--- config.mk ---
export PLATFORM = sky130hd
export DESIGN_NAME = bitfield_pixel_premultiply_unit
export DESIGN_NICKNAME = d
export VERILOG_FILES = /design/src/bpp_pkg.sv /design/src/bpp_front.sv /design/src/bpp_fifo.sv /design/src/bpp_lane.sv /design/src/bpp_back.sv /design/src/bitfield_pixel_premultiply_unit.sv
export SDC_FILE = /design/constraint.sdc
export NUM_CORES = 2
export LEC_CHECK = 0
export BUFFER_PORTS_ARGS = -buffer_cell sky130_fd_sc_hd__buf_2
export CAP_MARGIN = 30
export CORE_UTILIZATION = 62
export CTS_CLUSTER_DIAMETER = 200
export DETAILED_ROUTE_END_ITERATION = 7
export HOLD_SLACK_MARGIN = 0.12
export PLACE_DENSITY = 0.89
export SETUP_SLACK_MARGIN = 0.15
export SLEW_MARGIN = 10
export SYNTH_ARGS = -nofsm -noshare
export SYNTH_HDL_FRONTEND = slang
export SYNTH_SLANG_ARGS = --single-unit
--- constraint.sdc ---
create_clock -name clk_i -period 20.3 [get_ports clk_i]
set_input_delay 4.06 -clock clk_i [delete_from_list [all_inputs] [get_ports clk_i]]
set_output_delay 4.06 -clock clk_i [all_outputs]
set_load 0.005 [all_outputs]
--- src/bpp_pkg.sv ---
// bitfield pixel premultiply: shared types and constants
// no dependencies; imported by every module of the block
`timescale 1ns / 1ps
`default_nettype none

package bpp_pkg;

  localparam int unsigned PIX_W     = 32;
  localparam int unsigned CH_W      = 8;
  localparam int unsigned SH_W      = 5;
  localparam int unsigned CFG_IDX_W = 2;

  typedef enum logic [CFG_IDX_W-1:0] {
    CFG_MODE       = 2'd0,
    CFG_RED_MASK   = 2'd1,
    CFG_GREEN_MASK = 2'd2,
    CFG_BLUE_MASK  = 2'd3
  } cfg_idx_e;

  // register reset values
  localparam logic [PIX_W-1:0] RED_MASK_RST   = 32'h00FF_0000;
  localparam logic [PIX_W-1:0] GREEN_MASK_RST = 32'h0000_FF00;
  localparam logic [PIX_W-1:0] BLUE_MASK_RST  = 32'h0000_00FF;

  typedef struct packed {
    logic [CH_W-1:0] a;
    logic [CH_W-1:0] r;
    logic [CH_W-1:0] g;
    logic [CH_W-1:0] b;
  } argb_t;

  // handshake between queue and back end
  typedef struct packed {
    logic  valid;
    argb_t data;
  } word_t;

  // queue between front and back end
  localparam int unsigned FIFO_DEPTH = 2;
  localparam int unsigned FIFO_PTR_W = 1;
  localparam int unsigned FIFO_CNT_W = 2;

  // arithmetic lane
  localparam int unsigned CSQ_W       = 2 * CH_W;
  localparam int unsigned X_W         = 3 * CH_W;
  localparam int unsigned Q_W         = 20;
  localparam int unsigned ROOT_W      = Q_W / 2;
  localparam int unsigned REM_W       = ROOT_W + 2;
  localparam int unsigned SQRT_STEPS  = Q_W / 2;
  localparam int unsigned LANE_LAT    = SQRT_STEPS + 4;
  localparam logic [31:0] RECIP_255   = 32'h8080_8081;
  localparam int unsigned RECIP_SHIFT = 39;
  localparam int unsigned PROD_W      = X_W + 2 + 32;

endpackage

`default_nettype wire

--- src/bpp_front.sv ---
// front end: configuration registers, channel extraction, push into the queue
// depends on bpp_pkg
`timescale 1ns / 1ps
`default_nettype none

module bpp_front import bpp_pkg::*; (
  input  wire logic                 clk_i,
  input  wire logic                 rst_ni,
  input  wire logic                 cfg_we_i,
  input  wire logic [CFG_IDX_W-1:0] cfg_idx_i,
  input  wire logic [PIX_W-1:0]     cfg_wdata_i,
  input  wire logic                 in_valid_i,
  output logic                      in_ready_o,
  input  wire logic [PIX_W-1:0]     source_pixel_i,
  input  wire logic                 full_i,
  output logic                      push_o,
  output argb_t                     push_data_o
);

  logic             mode_q;
  logic [PIX_W-1:0] red_mask_q, green_mask_q, blue_mask_q;
  logic [PIX_W-1:0] a_field_sel;

  // lowest set bit, zero for an empty mask
  function automatic logic [SH_W-1:0] low_bit_index(input logic [PIX_W-1:0] m);
    logic [SH_W-1:0] idx;
    idx = '0;
    for (int i = PIX_W - 1; i >= 0; i--) begin
      if (m[i]) begin
        idx = SH_W'(i);
      end
    end
    return idx;
  endfunction

  function automatic logic [CH_W-1:0] take_channel(input logic [PIX_W-1:0] px,
                                                   input logic [PIX_W-1:0] m);
    logic [PIX_W-1:0] sh;
    sh = px >> low_bit_index(m);
    return sh[CH_W-1:0];
  endfunction

  always_ff @(posedge clk_i or negedge rst_ni) begin
    if (!rst_ni) begin
      mode_q       <= 1'b0;
      red_mask_q   <= RED_MASK_RST;
      green_mask_q <= GREEN_MASK_RST;
      blue_mask_q  <= BLUE_MASK_RST;
    end else if (cfg_we_i) begin
      case (cfg_idx_e'(cfg_idx_i))
        CFG_MODE:       mode_q       <= cfg_wdata_i[0];
        CFG_RED_MASK:   red_mask_q   <= cfg_wdata_i;
        CFG_GREEN_MASK: green_mask_q <= cfg_wdata_i;
        CFG_BLUE_MASK:  blue_mask_q  <= cfg_wdata_i;
        default: ;
      endcase
    end
  end

  assign a_field_sel = ~(red_mask_q | green_mask_q | blue_mask_q);

  always_comb begin
    if (mode_q) begin
      push_data_o.a = take_channel(source_pixel_i, a_field_sel);
      push_data_o.r = take_channel(source_pixel_i, red_mask_q);
      push_data_o.g = take_channel(source_pixel_i, green_mask_q);
      push_data_o.b = take_channel(source_pixel_i, blue_mask_q);
    end else begin
      push_data_o = argb_t'(source_pixel_i);
    end
  end

  assign in_ready_o = !full_i;
  assign push_o     = in_valid_i && !full_i;

endmodule

`default_nettype wire

--- src/bpp_fifo.sv ---
// short queue that decouples the front end from the arithmetic back end
// depends on bpp_pkg
`timescale 1ns / 1ps
`default_nettype none

module bpp_fifo import bpp_pkg::*; (
  input  wire logic  clk_i,
  input  wire logic  rst_ni,
  input  wire logic  push_i,
  input  wire argb_t push_data_i,
  output logic       full_o,
  output word_t      head_o,
  input  wire logic  pop_i
);

  argb_t                 mem_q [FIFO_DEPTH];
  logic [FIFO_PTR_W-1:0] wr_ptr_q, rd_ptr_q;
  logic [FIFO_CNT_W-1:0] cnt_q;
  logic                  do_pop;

  function automatic logic [FIFO_PTR_W-1:0] ptr_next(input logic [FIFO_PTR_W-1:0] p);
    return (p == FIFO_PTR_W'(FIFO_DEPTH - 1)) ? '0 : p + 1'b1;
  endfunction

  assign full_o       = (cnt_q == FIFO_CNT_W'(FIFO_DEPTH));
  assign head_o.valid = (cnt_q != '0);
  assign head_o.data  = mem_q[rd_ptr_q];
  assign do_pop       = pop_i && head_o.valid;

  always_ff @(posedge clk_i) begin
    if (push_i) begin
      mem_q[wr_ptr_q] <= push_data_i;
    end
  end

  always_ff @(posedge clk_i or negedge rst_ni) begin
    if (!rst_ni) begin
      wr_ptr_q <= '0;
      rd_ptr_q <= '0;
      cnt_q    <= '0;
    end else begin
      if (push_i) begin
        wr_ptr_q <= ptr_next(wr_ptr_q);
      end
      if (do_pop) begin
        rd_ptr_q <= ptr_next(rd_ptr_q);
      end
      if (push_i && !do_pop) begin
        cnt_q <= cnt_q + 1'b1;
      end else if (do_pop && !push_i) begin
        cnt_q <= cnt_q - 1'b1;
      end
    end
  end

endmodule

`default_nettype wire

--- src/bpp_lane.sv ---
// one colour lane: round(sqrt(c*c*a/255)) as a stallable pipeline
// depends on bpp_pkg
`timescale 1ns / 1ps
`default_nettype none

module bpp_lane import bpp_pkg::*; (
  input  wire logic            clk_i,
  input  wire logic            en_i,
  input  wire logic [CH_W-1:0] c_i,
  input  wire logic [CH_W-1:0] a_i,
  output logic      [CH_W-1:0] y_o
);

  logic [CSQ_W-1:0]  csq_q;
  logic [CH_W-1:0]   a1_q;
  logic [X_W-1:0]    x_q;
  logic [PROD_W-1:0] prod;
  logic [Q_W-1:0]    q_q;
  logic [REM_W-1:0]  rem_q  [SQRT_STEPS];
  logic [ROOT_W-1:0] root_q [SQRT_STEPS];
  logic [Q_W-1:0]    rad_q  [SQRT_STEPS];
  logic [CH_W-1:0]   y_q;

  // floor(4x/255) via reciprocal, exact for any 32-bit dividend
  assign prod = PROD_W'({x_q, 2'b00}) * PROD_W'(RECIP_255);

  always_ff @(posedge clk_i) begin
    if (en_i) begin
      csq_q <= CSQ_W'(c_i) * CSQ_W'(c_i);
      a1_q  <= a_i;
      x_q   <= X_W'(csq_q) * X_W'(a1_q);
      q_q   <= Q_W'(prod[PROD_W-1:RECIP_SHIFT]);
    end
  end

  // restoring square root, one result bit per stage
  for (genvar k = 0; k < SQRT_STEPS; k++) begin : g_sqrt
    logic [REM_W-1:0]  rem_in;
    logic [ROOT_W-1:0] root_in;
    logic [Q_W-1:0]    rad_in;
    logic [REM_W+1:0]  acc;
    logic [REM_W+1:0]  trial;

    if (k == 0) begin : g_first
      assign rem_in  = '0;
      assign root_in = '0;
      assign rad_in  = q_q;
    end else begin : g_next
      assign rem_in  = rem_q[k-1];
      assign root_in = root_q[k-1];
      assign rad_in  = rad_q[k-1];
    end

    assign acc   = {rem_in, rad_in[Q_W-1 -: 2]};
    assign trial = {{(REM_W - ROOT_W){1'b0}}, root_in, 2'b01};

    always_ff @(posedge clk_i) begin
      if (en_i) begin
        rad_q[k] <= rad_in << 2;
        if (acc >= trial) begin
          rem_q[k]  <= REM_W'(acc - trial);
          root_q[k] <= {root_in[ROOT_W-2:0], 1'b1};
        end else begin
          rem_q[k]  <= REM_W'(acc);
          root_q[k] <= {root_in[ROOT_W-2:0], 1'b0};
        end
      end
    end
  end

  // sqrt(4x/255) floored is 2y-1 or 2y, so y = (s+1)/2 rounded down
  always_ff @(posedge clk_i) begin
    if (en_i) begin
      y_q <= CH_W'(((ROOT_W + 1)'(root_q[SQRT_STEPS-1]) + 1'b1) >> 1);
    end
  end

  assign y_o = y_q;

endmodule

`default_nettype wire

--- src/bpp_back.sv ---
// back end: three colour lanes, alpha delay line and output valid tracking
// depends on bpp_pkg, bpp_lane
`timescale 1ns / 1ps
`default_nettype none

module bpp_back import bpp_pkg::*; (
  input  wire logic  clk_i,
  input  wire logic  rst_ni,
  input  wire word_t head_i,
  output logic       pop_o,
  output logic       out_valid_o,
  input  wire logic  out_ready_i,
  output argb_t      out_data_o
);

  logic            en;
  logic            vld_q   [LANE_LAT];
  logic [CH_W-1:0] alpha_q [LANE_LAT];
  logic [CH_W-1:0] r_y, g_y, b_y;

  // whole pipeline advances unless the last word is stuck
  assign en    = !vld_q[LANE_LAT-1] || out_ready_i;
  assign pop_o = en;

  always_ff @(posedge clk_i or negedge rst_ni) begin
    if (!rst_ni) begin
      for (int i = 0; i < LANE_LAT; i++) begin
        vld_q[i] <= 1'b0;
      end
    end else if (en) begin
      vld_q[0] <= head_i.valid;
      for (int i = 1; i < LANE_LAT; i++) begin
        vld_q[i] <= vld_q[i-1];
      end
    end
  end

  always_ff @(posedge clk_i) begin
    if (en) begin
      alpha_q[0] <= head_i.data.a;
      for (int i = 1; i < LANE_LAT; i++) begin
        alpha_q[i] <= alpha_q[i-1];
      end
    end
  end

  bpp_lane u_lane_r (.clk_i, .en_i(en), .c_i(head_i.data.r), .a_i(head_i.data.a), .y_o(r_y));
  bpp_lane u_lane_g (.clk_i, .en_i(en), .c_i(head_i.data.g), .a_i(head_i.data.a), .y_o(g_y));
  bpp_lane u_lane_b (.clk_i, .en_i(en), .c_i(head_i.data.b), .a_i(head_i.data.a), .y_o(b_y));

  assign out_valid_o  = vld_q[LANE_LAT-1];
  assign out_data_o.a = alpha_q[LANE_LAT-1];
  assign out_data_o.r = r_y;
  assign out_data_o.g = g_y;
  assign out_data_o.b = b_y;

endmodule

`default_nettype wire

--- src/bitfield_pixel_premultiply_unit.sv ---
// top level of the bitfield pixel premultiply block
// depends on bpp_pkg, bpp_front, bpp_fifo, bpp_back
`timescale 1ns / 1ps
`default_nettype none

// channel   direction  handshake              payload
// -------   ---------  ---------------------  ------------------------------------
// config    in         cfg_we_i               cfg_idx_i, cfg_wdata_i
// pixel     in         in_valid_i/in_ready_o  source_pixel_i
// result    out        out_valid_o/out_ready_i alpha_out_o, red_out_o, green_out_o,
//                                              blue_out_o
//
// one word per clock sustained while the result is not stalled; from pixel accept to result
// valid the word is registered in the 2-entry queue, then the pop edge loads the first of the
// 14 lane registers: two multiplies, the divide-by-255 reciprocal stage, ten square
// root bit stages and the output register, which drives the result
// a stalled result freezes the back end; the queue keeps taking pixels until full,
// and once the stall clears the input is held off until a pop takes the queue below full
// reset restores the ARGB mask layout and bitfields mode off, empties the pipeline

module bitfield_pixel_premultiply_unit import bpp_pkg::*; (
  input  wire logic                 clk_i,
  input  wire logic                 rst_ni,
  // configuration writes, only while idle
  input  wire logic                 cfg_we_i,
  input  wire logic [CFG_IDX_W-1:0] cfg_idx_i,
  input  wire logic [PIX_W-1:0]     cfg_wdata_i,
  // source pixel words
  input  wire logic                 in_valid_i,
  output logic                      in_ready_o,
  input  wire logic [PIX_W-1:0]     source_pixel_i,
  // premultiplied ARGB words
  output logic                      out_valid_o,
  input  wire logic                 out_ready_i,
  output logic      [CH_W-1:0]      alpha_out_o,
  output logic      [CH_W-1:0]      red_out_o,
  output logic      [CH_W-1:0]      green_out_o,
  output logic      [CH_W-1:0]      blue_out_o
);

  logic  push;
  argb_t push_data;
  logic  full;
  word_t head;
  logic  pop;
  argb_t out_data;

  // front: mask decode and channel extraction, same cycle as accept
  bpp_front u_front (
    .clk_i,
    .rst_ni,
    .cfg_we_i,
    .cfg_idx_i,
    .cfg_wdata_i,
    .in_valid_i,
    .in_ready_o,
    .source_pixel_i,
    .full_i      (full),
    .push_o      (push),
    .push_data_o (push_data)
  );

  // decoupling queue, lets the front keep accepting while the back stalls
  bpp_fifo u_fifo (
    .clk_i,
    .rst_ni,
    .push_i      (push),
    .push_data_i (push_data),
    .full_o      (full),
    .head_o      (head),
    .pop_i       (pop)
  );

  // back: per-colour premultiply under gamma two, alpha delayed alongside
  bpp_back u_back (
    .clk_i,
    .rst_ni,
    .head_i      (head),
    .pop_o       (pop),
    .out_valid_o,
    .out_ready_i,
    .out_data_o  (out_data)
  );

  assign alpha_out_o = out_data.a;
  assign red_out_o   = out_data.r;
  assign green_out_o = out_data.g;
  assign blue_out_o  = out_data.b;

endmodule

`default_nettype wire
==> summary.md <==
| Metric | Value |
|---|---|
| R2R Setup Slk | 13.94 ns |
| Yosys cell types | 89 |
| Core footprint | approximately 130,000 um2 |
| Post-synthesis async set-or-reset flop share | 0.09559 |
| H-tree levels | 3 |
| Crit-path slowest cell | nor4b_2 |
| Worst Setup Start Kind | input port |
| Drt wl/cell | between 15 and 20 um |
| Core Rows | 131 |
| Cell taking the most area after synthesis | edfxtp_1 |
| DRT antenna net count | 0 |
| GRT Util Overall | 0.2538 |
| Finish-stage setup viols | 0 |
| Slew Limit Headroom | 0.3205 |
| Worst Tran Pin Value | just over 1 ns |
| Setup TNS | 0 ns |
| CP cell instances | buf_2 > nor2b_4 > buf_4 > inv_8 > buf_12 > and3_1 > nor4b_2 > nor2_1 > and3_1 > nand2_1 > nor3_1 > xor2_1 |
| Setup Buffers After CTS | 0 |
| Hold Fails Final Rpt | 0 |
| FF-to-FF Start | u_back.u_lane_g.a1_q[0] |
| Critical Path RT | 20.80 ns |
| Die width | 360.7 um |
| # IOs | between 100 and 150 |
| Vias in the first global route | 55,350 |
| Synth warnings | 0 |
| Hold Path Depth | 0 |
| PortBufs | 104 |
| Fin nets | ~8,300 |
| Final clock skew | 0.08168 ns |
| Post-Synthesis Cells | 6,904 |
| Final worst path period need | 7.211 ns |
| Most Frequent Cell on Critical Path | and3_1 |
| First-pass GRT wire length | about 270,000 um |
| Clk sink count | 1,203 |
| DPL Wire Length | 116,500 um |
| HP Class | register to register |
| Drt pass-1 iters | 6 |
| Dpl cells | 8,523 |
| Die height | 360.7 um |
| Mapped Avg Cell Area | 11.55 um2 |
| Total number of vias | 52,300 |
| CTS tree | yes |
| Layout cells sized above 1 | 0.08407 |
| Total Wirelength | between 150,000 and 200,000 um |
| Overflow after GRT | 0 |
| Worst-path maximum fanout | 135 |
| DRT iter0 DRCs | 3,848 |
| Worst Reg-to-Reg Cells | 18 |
| Status | finished clean |
| Initial core utilization | 0.6255 |
| # fillers | 8,538 |
| Period utilization | 0.3552 |
| WS Path Type | input port to register |
| Top post-synthesis cells by area | edfxtp_1 (41%), ha_1 (13%), fa_1 (9.2%) |
| RSZ-0062 raised after global routing | false |
| Most common cell after layout, fill and taps aside | edfxtp_1 |
| Dominant synthesized flop cell | edfxtp_1 |
| Yosys top cell area share | 0.4085 |
| Area grow syn2layout | 7.856% |
| Post-synth EDFFs | 1,085 |
| CTS resizes | 0 |
| Routed vias/inst | roughly 6 |
| DIE AREA | 130,100 um2 |
| Largest net degree at the start of global routing | 167 |
| Nature of the critical path endpoint | register |
| Root buffer cell | clkbuf_16 |
| Hold EP | u_back.u_lane_b.rad_q[0][12] |
| Global placement routability congestion | between 0.9 and 1 |
| Most frequent cells in the layout | edfxtp_1 (1,085), ha_1 (848), inv_1 (839), nand2_1 (466), nor2_1 (424) |
| Worst skew pair latency | between 0.7 and 0.8 ns |
| Number of CTS-inserted buffers | 117 |
| RR Endpoint | u_back.u_lane_b.x_q[22] |
| Clk buf depth | 3 |
| Worst Path Arrival | between 7 and 8 ns |
| Initial antenna violation count | 0 |
| Pins Over Slew Limit | 0 |
| Seq/Total Area, Yosys | 0.4457 |
| Final non-filler cell total | slightly below 9,000 |
| Hold Startpoint | u_back.u_lane_b.g_sqrt[0].rad_in[12] |
| Cell Area, Synth | 79,760 um2 |
| Inserted Diodes | 0 |
| Crit-path leading delay family | simple AND/OR/NAND/NOR gates |
| CTS Hold Bufs | 0 |
| # DRC | 0 |
| MaxCap Viol Count | 0 |
| Reg clk slew, reported paths | 0.06 ns |
| WP buf/inv | 4 |
| Max Fclk | 138.7 MHz |
| Critical Path Max Stage Delay | roughly 0.8 ns |
| Register bit total from synthesis | 1,203 |
[routing by layer]
layer / GRT usage / share of wire / vias to the layer above / wire length [um]
met5: 0 / 0 / - / 0
met4: 0.1154 / 0.044 / 0 / 7224
met3: 0.03551 / 0.053 / 515 / 8655
met2: 0.4601 / 0.52 / 1770 / 84550
met1: 0.2969 / 0.39 / 25570 / 63440
li1: - / - / 24440 / -
[synth_stat cells, drive strengths merged (91+ instances only)]
| library cell | number |
|---|---|
| nand2 | 466 |
| nor2 | 426 |
| nor3 | 139 |
| xnor2 | 240 |
| and2 | 217 |
| edfxtp | 1085 |
| o21ai | 232 |
| inv | 842 |
| mux2i | 263 |
| dfrtp | 91 |
| mux2 | 158 |
| a21oi | 238 |
| clkbuf | 132 |
| ha | 848 |
| xor2 | 111 |
| fa | 366 |
[cell families (layout without fill, tap and decap cells)]
logic type,count (synthesis),after routing,synth area share
simple gates,1715,1715,0.1045
fa+ha+maj,1214,1214,0.2249
flops,1203,1203,0.4457
buf+inv,1033,1217,0.04992
compound gates,958,958,0.07886
mux,429,429,0.05757
xor+xnor,351,351,0.03854
other cells,1,2,0.00004702
[flip-flops by register name, indices dropped and copies added (netlist names), 24 cells and up]
signal / flops
u_back.alpha_q: 105
u_back.u_lane_b.rad_q: 90
u_back.u_lane_b.rem_q: 94
u_back.u_lane_b.root_q: 54
u_back.u_lane_b.x_q: 24
u_back.u_lane_g.rad_q: 90
u_back.u_lane_g.rem_q: 94
u_back.u_lane_g.root_q: 54
u_back.u_lane_g.x_q: 24
u_back.u_lane_r.rad_q: 90
u_back.u_lane_r.rem_q: 94
u_back.u_lane_r.root_q: 54
u_back.u_lane_r.x_q: 24
u_fifo.mem_q: 64
u_front.blue_mask_q: 32
u_front.green_mask_q: 32
u_front.red_mask_q: 32
[worst register-to-register path, stage by stage, from the launching register on]
cell	delay, ns
edfxtp_1	0.82
buf_4	0.48
nand2_1	0.15
fa_1	0.52
fa_1	0.47
fa_1	0.58
inv_1	0.06
ha_1	0.34
nor2b_1	0.16
o21ai_0	0.27
a21boi_0	0.20
o21ai_0	0.25
a21boi_0	0.18
o311ai_0	0.67
a311oi_1	0.25
o21a_1	0.25
o21ai_0	0.22
a21oi_1	0.11
xor2_1	0.15
[metrics by stage]
| stage | hold slack (ns) | util | worst slack, ns | area (um2) |
|---|---|---|---|---|
| after floorplan | 0.4003 | - | 2.506 | 79760 |
| after global placement | 0.4002 | 0.6428 | 12.06 | 81960 |
| after detailed placement | 0.4045 | 0.6432 | 12.11 | 82020 |
| after CTS | 0.3567 | 0.6740 | 12.88 | 85950 |
| after global routing | 0.3778 | 0.6746 | 12.84 | 86030 |
| final | 0.3665 | 0.6746 | 13.09 | 86030 |
[final cells by class]
cell class / count / area (um2) / share of cell area
Clock inverter: 77 / 777.0 / 0.009032
Timing Repair Buffer: 153 / 973.4 / 0.01132
Inverter: 843 / 3179 / 0.03696
Multi-Input combinational cell: 4669 / 40310 / 0.4686
Sequential cell: 1203 / 35550 / 0.4132
Clock buffer: 144 / 3152 / 0.03664
Tap cell: 1662 / 2079 / 0.02417
[worst max-delay path by stage]
stage	startpoint	to	slack (ns)	cells after the start
floorplan	out_ready_i	u_back.u_lane_b.root_q[9][0]	2.51	7
global placement	out_ready_i	u_back.u_lane_r.rem_q[3][9]	12.06	12
detailed placement	out_ready_i	u_back.u_lane_b.x_q[20]	12.11	7
CTS	out_ready_i	u_back.u_lane_b.csq_q[7]	12.88	7
global route	out_ready_i	u_back.u_lane_g.rem_q[1][23]	12.84	12
finish	out_ready_i	u_back.u_lane_g.rem_q[1][23]	13.09	12
Power is left out: the tool's default activity adds up to more than one toggle a clock period on the data nets, which glitch-free logic cannot reach.
